===== config.mk =====
export PLATFORM = sky130hd
export DESIGN_NAME = ble_pdu_airtime_accumulator_top
export DESIGN_NICKNAME = d
export VERILOG_FILES = /design/src/hdl/bpa_pkg.sv /design/src/hdl/ble_pdu_airtime_accumulator_top.sv /design/src/hdl/bpa_airtime.sv /design/src/hdl/bpa_duty.sv
export VERILOG_INCLUDE_DIRS = /design/src /design/src/hdl
export SDC_FILE = /design/constraint.sdc
export NUM_CORES = 2
export LEC_CHECK = 0
export BUFFER_PORTS_ARGS = -buffer_cell sky130_fd_sc_hd__buf_4
export CAP_MARGIN = 20
export CORE_UTILIZATION = 60
export DETAILED_ROUTE_END_ITERATION = 12
export GPL_TIMING_DRIVEN = 0
export PLACE_DENSITY = 0.86
export SLEW_MARGIN = 20
export SYNTH_ARGS = -nofsm -noshare
export SYNTH_HDL_FRONTEND = slang
export SYNTH_SLANG_ARGS = --single-unit

===== constraint.sdc =====
create_clock -name clk -period 18.83 [get_ports clk]
set_input_delay 1.883 -clock clk [delete_from_list [all_inputs] [get_ports clk]]
set_output_delay 1.883 -clock clk [all_outputs]
set_load 0.02 [all_outputs]

===== src/hdl/assert_macros.svh =====
// Assertion macros shared by the RTL of the PDU airtime accumulator.
// Each macro samples on clk and is disabled while rst_n is low.
`ifndef ASSERT_MACROS_SVH
`define ASSERT_MACROS_SVH

// Implication checked in the same cycle.
`define BPA_ASSERT_NOW(label, ante, cons, msg) \
  label: assert property (@(posedge clk) disable iff (!rst_n) (ante) |-> (cons)) \
    else $error(msg);

// Implication checked in the cycle after the antecedent.
`define BPA_ASSERT_NEXT(label, ante, cons, msg) \
  label: assert property (@(posedge clk) disable iff (!rst_n) (ante) |=> (cons)) \
    else $error(msg);

`endif


===== src/hdl/bpa_pkg.sv =====
// Package for the PDU airtime accumulator: opcodes, PHY codes, packet field
// sizes in bits, widths and the constant divider used for duty figures.
// No dependencies.
`default_nettype none

package bpa_pkg;

  // Event opcodes carried on the input channel.
  localparam logic [2:0] OP_TX_PDU     = 3'd0;
  localparam logic [2:0] OP_RX_PDU     = 3'd1;
  localparam logic [2:0] OP_CONNECTED  = 3'd2;
  localparam logic [2:0] OP_PHY_UPDATE = 3'd3;
  localparam logic [2:0] OP_SEC_CHANGE = 3'd4;
  localparam logic [2:0] OP_REPORT     = 3'd5;

  // PHY codes; the spare code behaves as 1M.
  localparam logic [1:0] PHY_1M    = 2'd0;
  localparam logic [1:0] PHY_2M    = 2'd1;
  localparam logic [1:0] PHY_CODED = 2'd2;

  // Result kinds.
  localparam logic RK_PDU    = 1'b0;
  localparam logic RK_REPORT = 1'b1;

  // Security levels from this value up mean an encrypted link.
  localparam logic [2:0] SEC_ENC_MIN = 3'd2;

  // Packet field sizes in bits.
  localparam int unsigned PRE_1M_BITS    = 8;
  localparam int unsigned PRE_2M_BITS    = 16;
  localparam int unsigned AA_BITS        = 32;
  localparam int unsigned HDR_BITS       = 16;
  localparam int unsigned CRC_BITS       = 24;
  localparam int unsigned MIC_TAG_BITS   = 32;
  localparam int unsigned TERM_BITS      = 3;
  // Coded PHY: preamble time and FEC block 1 (37 bits at 8 us each).
  localparam int unsigned CODED_PRE_US   = 80;
  localparam int unsigned CODED_FEC1_SYM = 37;
  localparam int unsigned CODED_S8       = 8;

  localparam int unsigned AIR_W  = 15;
  localparam int unsigned ACC_W  = 32;
  localparam int unsigned DUTY_W = 19;

  // Duty = airtime / (REPORT_SECONDS * 1000), done as an exact
  // multiply by a rounded-up reciprocal and a right shift.
  localparam int unsigned REPORT_SECONDS = 10;
  localparam longint unsigned DUTY_DIV   = longint'(REPORT_SECONDS) * 1000;
  localparam int unsigned DUTY_SHIFT     = ACC_W + $clog2(DUTY_DIV);
  localparam longint unsigned DUTY_MAGIC =
    ((64'd1 << DUTY_SHIFT) + DUTY_DIV - 64'd1) / DUTY_DIV;
  localparam int unsigned MAGIC_W        = ACC_W + 1;
  localparam longint unsigned DUTY_MAX   = (64'd1 << DUTY_W) - 64'd1;

endpackage

`default_nettype wire


===== src/hdl/ble_pdu_airtime_accumulator_top.sv =====
// Top level of the BLE PDU airtime accumulator: input register, link state,
// saturating totals and result register. Depends on bpa_pkg, bpa_airtime,
// bpa_duty and assert_macros.svh.
//
// Usage: every transfer on the in_ channel is one link event, its opcode in
// in_tuser. TX and RX PDU events each give one result transfer (out_tuser = 0)
// with the packet airtime and add bytes, one packet and the airtime to the
// totals of that direction; every total saturates at 2^32-1. Connected, PHY
// update and security change events only change the link state and give no
// result; a connected or security change event with its error bit set is
// dropped. A report event gives one result (out_tuser = 1) with all six totals,
// the TX and RX duty in tenths of a percent of the report interval and an
// activity flag, and clears the totals. Unused opcodes are dropped.
// The input transfer loads the event into the input register, where the airtime
// or duty logic works on it; the result register loads the result when it is
// free or being drained. One event is taken every cycle as long as the result
// register is empty or is being taken in the same cycle; a stall on out_tready
// holds the result, then fills the input register, and only then drops
// in_tready. After reset the PHYs are 1M, the link is unencrypted, all totals
// are zero and both registers are empty.
`default_nettype none

`include "assert_macros.svh"

module ble_pdu_airtime_accumulator_top (
  input  wire logic         clk,
  input  wire logic         rst_n,
  input  wire logic         in_tvalid,
  output logic              in_tready,
  // [7:0] pdu_length, [9:8] new_tx_phy, [11:10] new_rx_phy,
  // [14:12] security_level, [15] event_error
  input  wire logic [15:0]  in_tdata,
  // [2:0] opcode
  input  wire logic [2:0]   in_tuser,
  output logic              out_tvalid,
  input  wire logic         out_tready,
  // [14:0] PDU airtime in us, [46:15] tx_byte_total, [78:47] tx_packet_total,
  // [110:79] tx_airtime_total, [142:111] rx_byte_total,
  // [174:143] rx_packet_total, [206:175] rx_airtime_total,
  // [225:207] tx_duty_tenths, [244:226] rx_duty_tenths, [245] had_activity,
  // [247:246] zero
  output logic [247:0]      out_tdata,
  // [0] result_kind
  output logic [0:0]        out_tuser
);

  localparam int unsigned AW = bpa_pkg::ACC_W;

  // Input register.
  logic        in_vld_r;
  logic [2:0]  op_r;
  logic [15:0] data_r;

  // Link state and totals.
  logic [1:0]    tx_phy_r, tx_phy_nxt;
  logic [1:0]    rx_phy_r, rx_phy_nxt;
  logic          enc_r, enc_nxt;
  logic [AW-1:0] tx_byte_acc_r, tx_byte_acc_nxt;
  logic [AW-1:0] tx_pkt_acc_r, tx_pkt_acc_nxt;
  logic [AW-1:0] tx_us_acc_r, tx_us_acc_nxt;
  logic [AW-1:0] rx_byte_acc_r, rx_byte_acc_nxt;
  logic [AW-1:0] rx_pkt_acc_r, rx_pkt_acc_nxt;
  logic [AW-1:0] rx_us_acc_r, rx_us_acc_nxt;

  // Result register.
  logic         out_vld_r, out_vld_nxt;
  logic [247:0] out_data_r, out_data_nxt;
  logic         out_kind_r, out_kind_nxt;

  logic pipe_en;
  logic proc_en;

  logic [7:0] len;
  logic [1:0] new_tx_phy;
  logic [1:0] new_rx_phy;
  logic [2:0] sec_level;
  logic       ev_err;

  logic                              is_tx;
  logic [1:0]                        pdu_phy;
  logic [bpa_pkg::AIR_W-1:0]         air_us;
  logic [bpa_pkg::DUTY_W-1:0]        tx_duty;
  logic [bpa_pkg::DUTY_W-1:0]        rx_duty;

  logic [AW:0] byte_sum;
  logic [AW:0] pkt_sum;
  logic [AW:0] us_sum;
  logic [AW-1:0] byte_sat;
  logic [AW-1:0] pkt_sat;
  logic [AW-1:0] us_sat;

  // The pipeline moves whenever the result register is free or being drained.
  assign pipe_en   = !out_vld_r || out_tready;
  assign proc_en   = in_vld_r && pipe_en;
  assign in_tready = !in_vld_r || pipe_en;

  assign len        = data_r[7:0];
  assign new_tx_phy = data_r[9:8];
  assign new_rx_phy = data_r[11:10];
  assign sec_level  = data_r[14:12];
  assign ev_err     = data_r[15];

  assign is_tx   = (op_r == bpa_pkg::OP_TX_PDU);
  assign pdu_phy = is_tx ? tx_phy_r : rx_phy_r;

  bpa_airtime u_airtime (
    .pdu_length (len),
    .phy_mode   (pdu_phy),
    .encrypted  (enc_r),
    .airtime_us (air_us)
  );

  bpa_duty u_tx_duty (
    .airtime_total (tx_us_acc_r),
    .duty_tenths   (tx_duty)
  );

  bpa_duty u_rx_duty (
    .airtime_total (rx_us_acc_r),
    .duty_tenths   (rx_duty)
  );

  // One shared set of saturating adders serves whichever direction the PDU is on.
  assign byte_sum = {1'b0, (is_tx ? tx_byte_acc_r : rx_byte_acc_r)} +
                    {{(AW - 7){1'b0}}, len};
  assign pkt_sum  = {1'b0, (is_tx ? tx_pkt_acc_r : rx_pkt_acc_r)} + (AW + 1)'(1);
  assign us_sum   = {1'b0, (is_tx ? tx_us_acc_r : rx_us_acc_r)} +
                    {{(AW + 1 - bpa_pkg::AIR_W){1'b0}}, air_us};
  assign byte_sat = byte_sum[AW] ? '1 : byte_sum[AW-1:0];
  assign pkt_sat  = pkt_sum[AW]  ? '1 : pkt_sum[AW-1:0];
  assign us_sat   = us_sum[AW]   ? '1 : us_sum[AW-1:0];

  // Next link state and totals.
  always_comb begin
    tx_phy_nxt      = tx_phy_r;
    rx_phy_nxt      = rx_phy_r;
    enc_nxt         = enc_r;
    tx_byte_acc_nxt = tx_byte_acc_r;
    tx_pkt_acc_nxt  = tx_pkt_acc_r;
    tx_us_acc_nxt   = tx_us_acc_r;
    rx_byte_acc_nxt = rx_byte_acc_r;
    rx_pkt_acc_nxt  = rx_pkt_acc_r;
    rx_us_acc_nxt   = rx_us_acc_r;
    if (proc_en) begin
      unique case (op_r)
        bpa_pkg::OP_TX_PDU: begin
          tx_byte_acc_nxt = byte_sat;
          tx_pkt_acc_nxt  = pkt_sat;
          tx_us_acc_nxt   = us_sat;
        end
        bpa_pkg::OP_RX_PDU: begin
          rx_byte_acc_nxt = byte_sat;
          rx_pkt_acc_nxt  = pkt_sat;
          rx_us_acc_nxt   = us_sat;
        end
        bpa_pkg::OP_CONNECTED: begin
          if (!ev_err) begin
            tx_phy_nxt = bpa_pkg::PHY_1M;
            rx_phy_nxt = bpa_pkg::PHY_1M;
            enc_nxt    = 1'b0;
          end
        end
        bpa_pkg::OP_PHY_UPDATE: begin
          tx_phy_nxt = new_tx_phy;
          rx_phy_nxt = new_rx_phy;
        end
        bpa_pkg::OP_SEC_CHANGE: begin
          if (!ev_err) begin
            enc_nxt = (sec_level >= bpa_pkg::SEC_ENC_MIN);
          end
        end
        bpa_pkg::OP_REPORT: begin
          tx_byte_acc_nxt = '0;
          tx_pkt_acc_nxt  = '0;
          tx_us_acc_nxt   = '0;
          rx_byte_acc_nxt = '0;
          rx_pkt_acc_nxt  = '0;
          rx_us_acc_nxt   = '0;
        end
        default: begin
        end
      endcase
    end
  end

  // Next result register contents.
  always_comb begin
    out_vld_nxt  = out_vld_r;
    out_data_nxt = out_data_r;
    out_kind_nxt = out_kind_r;
    if (pipe_en) begin
      out_vld_nxt = 1'b0;
      if (in_vld_r) begin
        priority if (op_r == bpa_pkg::OP_TX_PDU || op_r == bpa_pkg::OP_RX_PDU) begin
          out_vld_nxt  = 1'b1;
          out_kind_nxt = bpa_pkg::RK_PDU;
          out_data_nxt = {233'd0, air_us};
        end else if (op_r == bpa_pkg::OP_REPORT) begin
          out_vld_nxt  = 1'b1;
          out_kind_nxt = bpa_pkg::RK_REPORT;
          out_data_nxt = {2'b00,
                          (tx_pkt_acc_r != '0) || (rx_pkt_acc_r != '0),
                          rx_duty, tx_duty,
                          rx_us_acc_r, rx_pkt_acc_r, rx_byte_acc_r,
                          tx_us_acc_r, tx_pkt_acc_r, tx_byte_acc_r,
                          {bpa_pkg::AIR_W{1'b0}}};
        end else begin
          out_vld_nxt = 1'b0;
        end
      end
    end
  end

  // Control state.
  always_ff @(posedge clk) begin
    if (!rst_n) begin
      in_vld_r      <= 1'b0;
      out_vld_r     <= 1'b0;
      tx_phy_r      <= bpa_pkg::PHY_1M;
      rx_phy_r      <= bpa_pkg::PHY_1M;
      enc_r         <= 1'b0;
      tx_byte_acc_r <= '0;
      tx_pkt_acc_r  <= '0;
      tx_us_acc_r   <= '0;
      rx_byte_acc_r <= '0;
      rx_pkt_acc_r  <= '0;
      rx_us_acc_r   <= '0;
    end else begin
      if (in_tready) begin
        in_vld_r <= in_tvalid;
      end
      out_vld_r     <= out_vld_nxt;
      tx_phy_r      <= tx_phy_nxt;
      rx_phy_r      <= rx_phy_nxt;
      enc_r         <= enc_nxt;
      tx_byte_acc_r <= tx_byte_acc_nxt;
      tx_pkt_acc_r  <= tx_pkt_acc_nxt;
      tx_us_acc_r   <= tx_us_acc_nxt;
      rx_byte_acc_r <= rx_byte_acc_nxt;
      rx_pkt_acc_r  <= rx_pkt_acc_nxt;
      rx_us_acc_r   <= rx_us_acc_nxt;
    end
  end

  // Payload registers.
  always_ff @(posedge clk) begin
    if (in_tready && in_tvalid) begin
      op_r   <= in_tuser;
      data_r <= in_tdata;
    end
    out_data_r <= out_data_nxt;
    out_kind_r <= out_kind_nxt;
  end

  assign out_tvalid   = out_vld_r;
  assign out_tdata    = out_data_r;
  assign out_tuser[0] = out_kind_r;

  // A stalled result with an occupied input register must close the input.
  `BPA_ASSERT_NOW(a_stall_blocks_input, out_vld_r && !out_tready && in_vld_r, !in_tready, "input accepted while both registers are held")
  // A report leaves every packet total at zero.
  `BPA_ASSERT_NEXT(a_report_clears, proc_en && op_r == bpa_pkg::OP_REPORT, tx_pkt_acc_r == '0 && rx_pkt_acc_r == '0, "totals not cleared by report")
  // A report never carries a per-PDU airtime.
  `BPA_ASSERT_NOW(a_report_no_air, out_vld_r && out_kind_r == bpa_pkg::RK_REPORT, out_data_r[bpa_pkg::AIR_W-1:0] == '0, "report carries PDU airtime")
  // The shortest packet on any PHY lasts at least 44 us.
  `BPA_ASSERT_NOW(a_pdu_air_min, out_vld_r && out_kind_r == bpa_pkg::RK_PDU, out_data_r[bpa_pkg::AIR_W-1:0] >= 15'd44, "PDU airtime below minimum packet length")

endmodule

`default_nettype wire


===== src/hdl/bpa_airtime.sv =====
// Packet airtime in microseconds for one PDU on the 1M, 2M or Coded (S=8) PHY.
// Depends on bpa_pkg.
`default_nettype none

module bpa_airtime (
  input  wire logic [7:0]                    pdu_length,
  input  wire logic [1:0]                    phy_mode,
  input  wire logic                          encrypted,
  output logic      [bpa_pkg::AIR_W-1:0]     airtime_us
);

  localparam logic [bpa_pkg::AIR_W-1:0] BASE_1M = bpa_pkg::AIR_W'(
    bpa_pkg::PRE_1M_BITS + bpa_pkg::AA_BITS + bpa_pkg::HDR_BITS + bpa_pkg::CRC_BITS);
  localparam logic [bpa_pkg::AIR_W-1:0] BASE_2M = bpa_pkg::AIR_W'(
    bpa_pkg::PRE_2M_BITS + bpa_pkg::AA_BITS + bpa_pkg::HDR_BITS + bpa_pkg::CRC_BITS);
  // Coded: preamble, FEC block 1, then FEC block 2 bits (header, CRC, TERM2) at S=8.
  localparam logic [bpa_pkg::AIR_W-1:0] BASE_CODED = bpa_pkg::AIR_W'(
    bpa_pkg::CODED_PRE_US + bpa_pkg::CODED_FEC1_SYM * bpa_pkg::CODED_S8 +
    (bpa_pkg::HDR_BITS + bpa_pkg::CRC_BITS + bpa_pkg::TERM_BITS) * bpa_pkg::CODED_S8);

  logic [bpa_pkg::AIR_W-1:0] payload_bits;
  logic [bpa_pkg::AIR_W-1:0] mic_len;
  logic [bpa_pkg::AIR_W-1:0] bits_2m;

  assign payload_bits = {4'd0, pdu_length, 3'd0};
  assign mic_len      = encrypted ? bpa_pkg::AIR_W'(bpa_pkg::MIC_TAG_BITS) : '0;
  assign bits_2m      = BASE_2M + payload_bits + mic_len;

  always_comb begin
    unique case (phy_mode)
      bpa_pkg::PHY_2M: begin
        airtime_us = {1'b0, bits_2m[bpa_pkg::AIR_W-1:1]};
      end
      bpa_pkg::PHY_CODED: begin
        airtime_us = BASE_CODED + {payload_bits[bpa_pkg::AIR_W-4:0], 3'd0} +
                     {mic_len[bpa_pkg::AIR_W-4:0], 3'd0};
      end
      default: begin
        airtime_us = BASE_1M + payload_bits + mic_len;
      end
    endcase
  end

endmodule

`default_nettype wire


===== src/hdl/bpa_duty.sv =====
// Duty in tenths of a percent: airtime total divided by the report interval in ms,
// by reciprocal multiplication, saturated to the result width. Depends on bpa_pkg.
`default_nettype none

module bpa_duty (
  input  wire logic [bpa_pkg::ACC_W-1:0]  airtime_total,
  output logic      [bpa_pkg::DUTY_W-1:0] duty_tenths
);

  localparam int unsigned PROD_W = bpa_pkg::ACC_W + bpa_pkg::MAGIC_W;

  logic [bpa_pkg::MAGIC_W-1:0] magic;
  logic [PROD_W-1:0]           product;
  logic [PROD_W-1:0]           quotient;

  assign magic    = bpa_pkg::DUTY_MAGIC[bpa_pkg::MAGIC_W-1:0];
  assign product  = {{bpa_pkg::MAGIC_W{1'b0}}, airtime_total} *
                    {{bpa_pkg::ACC_W{1'b0}}, magic};
  assign quotient = product >> bpa_pkg::DUTY_SHIFT;

  always_comb begin
    if (quotient > PROD_W'(bpa_pkg::DUTY_MAX)) begin
      duty_tenths = '1;
    end else begin
      duty_tenths = quotient[bpa_pkg::DUTY_W-1:0];
    end
  end

endmodule

`default_nettype wire

==> results.py <==
metrics = {
    "cells_and_area": {
        "finalInstanceArea_sq_um": 62500,
        "drive_gt1_share_pct": 7.59,
        "nets": 7614,
        "final_common_cell": "inv_1",
        "nFillCells": 7182,
        "syn2layout_area_growth_pct": 9.72,
        "final_cell_mix": "1,075 x inv_1, 855 x fa_1, 794 x ha_1",
    },
    "status": {
        "status": "finished, final reports clean",
    },
    "setup_path": {
        "crit_fanout": 16,
        "cp_data_arrival_time_ns": 9.65,
        "crit_type": "reg2reg",
        "r2r-end": "out_tdata[244]",
        "endpoint_kind": "flip-flop",
        "rrSetupSlack_ns": 9.58,
        "ff2ff_path_depth": 21,
        "worst_ep_required_time_ns": 19.23,
        "r2r_start": "rx_us_acc_r[8]",
        "start_kind": "flip-flop",
    },
    "yosys": {
        "ys_seq_area_share_pct": 20.9,
        "yosys.area.top_type_share_pct": 30.1,
        "netlist_area_sq_um": 56900,
        "yosys-top-cells-area": "fa_1 30%, ha_1 17%, edfxtp_1 14%",
        "synth_top_cell_by_area": "fa_1",
        "synth_edf_count": 263,
        "synth.yosys.warnings": 0,
        "ys_types": 90,
        "ys.flop_type": "edfxtp_1",
        "synthArstFlopShare_pct": 0,
        "ys_ff_latch": 462,
        "syn_inst": 5613,
        "avgSynthCellArea_sq_um": 10.1,
    },
    "clock_tree": {
        "cts_setup_buffers": 0,
        "clockBufferDepth": 3,
        "cts_buffers": 50,
        "clk_pin_slew_worst_paths_ns": 0.06,
        "cts-resized-gates": 0,
        "cts_sinks": 462,
        "cts-root-buf": "clkbuf_16",
        "tritoncts": "built",
        "cts_hold_buf": 0,
        "clk_latency_ns": 0.69,
        "htree_levels": 2,
    },
    "placed_design": {
        "place_congestion": 1.02,
        "dp_slack_ns": 9.76,
        "port_buffers": 268,
        "post_dp_cell_area_sq_um": 60700,
        "place_hpwl_microns": 148000,
    },
    "floorplanning": {
        "die_h_microns": 310,
        "ioPinCount": 274,
        "dieArea_sq_um": 96100,
        "start_util_pct": 60.8,
        "core.rowCount": 112,
        "die_w_microns": 310,
        "coreArea_sq_um": 93600,
    },
    "power": {
        "total_power_mw": 2.46,
        "power.density_nw_per_um2": 39.4,
        "p_leak_nw": 31.9,
        "ir_drop_mv": 0.0863,
    },
    "timing": {
        "fin_crit_sh_pct": 49.1,
        "final_hold_viol_count": 0,
        "final-setup-viol-count": 0,
        "rsz0062_at_grt": "false",
        "tightest_slew_ns": 1.23,
        "setup_ws_ns": 9.58,
        "worst_clock_skew_ns": 0.0641,
        "final.setup.tns_ns": 0,
        "max-slew-margin-rel_pct": 17.8,
        "fmax_ghz": 0.108,
        "drv_slew": 0,
        "period_needed_ns": 9.25,
    },
    "grt": {
        "grt_first_pass_wirelength_microns": 275000,
        "antenna_found_initial": 4,
        "grt_max_degree": 63,
        "grt_overflow": 0,
        "grt_pass1_vias": 45800,
        "grt_usage_pct": 38.6,
    },
    "routing": {
        "drtIter0Drc": 4817,
        "via_per_inst": 6.07,
        "ant_nets": 0,
        "post_drt_wl_per_cell_microns": 25.1,
        "drc": 0,
        "first_pass_iters": 7,
        "num_vias": 43900,
        "wirelength_microns": 182000,
    },
    "flow_run": {
        "maxCapViolCount": 0,
    },
    "min_path": {
        "holdPathEnd": "rx_byte_acc_r[26]",
        "min_from": "rx_byte_acc_r[26]",
        "min_path_type": "reg2reg",
        "hold_depth": 2,
    },
}
==> cells by family (layout without fill, tap and decap cells) <==
logic type / after synthesis / after routing / share of synthesized area (%)
simple gates: 1256 / 1256 / 10.8
compound gates: 771 / 771 / 8.57
buf+inv: 1227 / 1595 / 8.26
flops: 462 / 462 / 20.9
fa+ha+maj: 1649 / 1649 / 47.5
other cells: 1 / 5 / 0.00659
xor+xnor: 185 / 185 / 2.85
mux: 62 / 62 / 1.10
==> worst max path at each step <==
stage | from | endpoint | depth (start not counted)
floorplan | out_tready | out_tdata[100] | 7
global placement | out_tready | out_tdata[187] | 8
detailed placement | rx_us_acc_r[9] | out_tdata[244] | 21
CTS | rx_us_acc_r[9] | out_tdata[244] | 21
global route | tx_us_acc_r[8] | out_tdata[222] | 23
finish | rx_us_acc_r[8] | out_tdata[244] | 21
==> where the power goes <==
group,switching [mW],internal (mW),total (mW)
Combinational,0.213,0.108,0.321
Clock,0.464,0.585,1.05
Sequential,0.0160,1.08,1.09
Total,0.693,1.77,2.46
==> cell usage after synthesis, types with 25 or more instances <==
cell	number
inv_1	1075
fa_1	855
ha_1	794
nand2_1	382
nor2_1	293
edfxtp_1	263
a21oi_1	213
and2_1	205
dfxtp_1	199
o21ai_0	186
clkbuf_1	108
xnor2_1	99
xor2_1	86
a21o_1	72
nor3_1	65
mux2i_1	57
nand3_1	55
nand4_1	53
a22oi_1	42
and3_1	37
nor4_1	36
nand2b_1	29
a22o_1	28
a31oi_1	25
==> flip-flops by register name, indices dropped and copies added (netlist names), 15 cells and up <==
name           flops
tx_pkt_acc_r      32
out_tdata        244
data_r            15
rx_byte_acc_r     32
tx_us_acc_r       32
rx_us_acc_r       32
tx_byte_acc_r     32
rx_pkt_acc_r      32
==> per-layer routing <==
metal  part of all wire (%)  track usage [%]
met1                     37             49.0
met2                     45             60.2
met3                     12             10.4
met4                    6.7             21.3
met5                 0.0072                0
==> per-stage QoR <==
| step | hold WS [ns] | util [%] | cells |
|---|---|---|---|
| after global placement | 0.454 | 64.7 | 7138 |
| after floorplan | 0.438 | - | 5616 |
| after global routing | 0.494 | 66.7 | 7239 |
| after detailed placement | 0.462 | 64.8 | 7143 |
| after CTS | 0.476 | 66.7 | 7237 |
| final | 0.483 | 66.7 | 7239 |
==> layout make-up <==
class	instances	area, sq um	share of cell area, %
inverter	1077	4040	6.47
sequential	462	11900	19.0
clock buffer	64	1420	2.27
tap	1254	1570	2.51
timing repair buffer	274	2160	3.45
clock inverter	30	349	0.559
buffer	150	661	1.06
antenna	1	2.50	0.00401
multi-input combinational	3927	40400	64.7
==> worst max-delay path: stages (launching register included) <==
cell and delay [ns]:
dfxtp_1 1.10, ha_1 0.42, xor2_1 0.74, ha_1 0.40
fa_1 0.51, inv_1 0.05, fa_1 0.53, inv_1 0.05
fa_1 0.44, fa_1 0.57, fa_1 0.46, fa_1 0.56
ha_1 0.43, nand4_1 0.14, nor3_1 0.34, nand3_1 0.16
a211oi_1 0.81, o21ai_1 0.32, a211oi_1 0.55, o31a_1 0.26
or3_1 0.12, a21oi_1 0.06
Power figures use the tool's default switching activity.
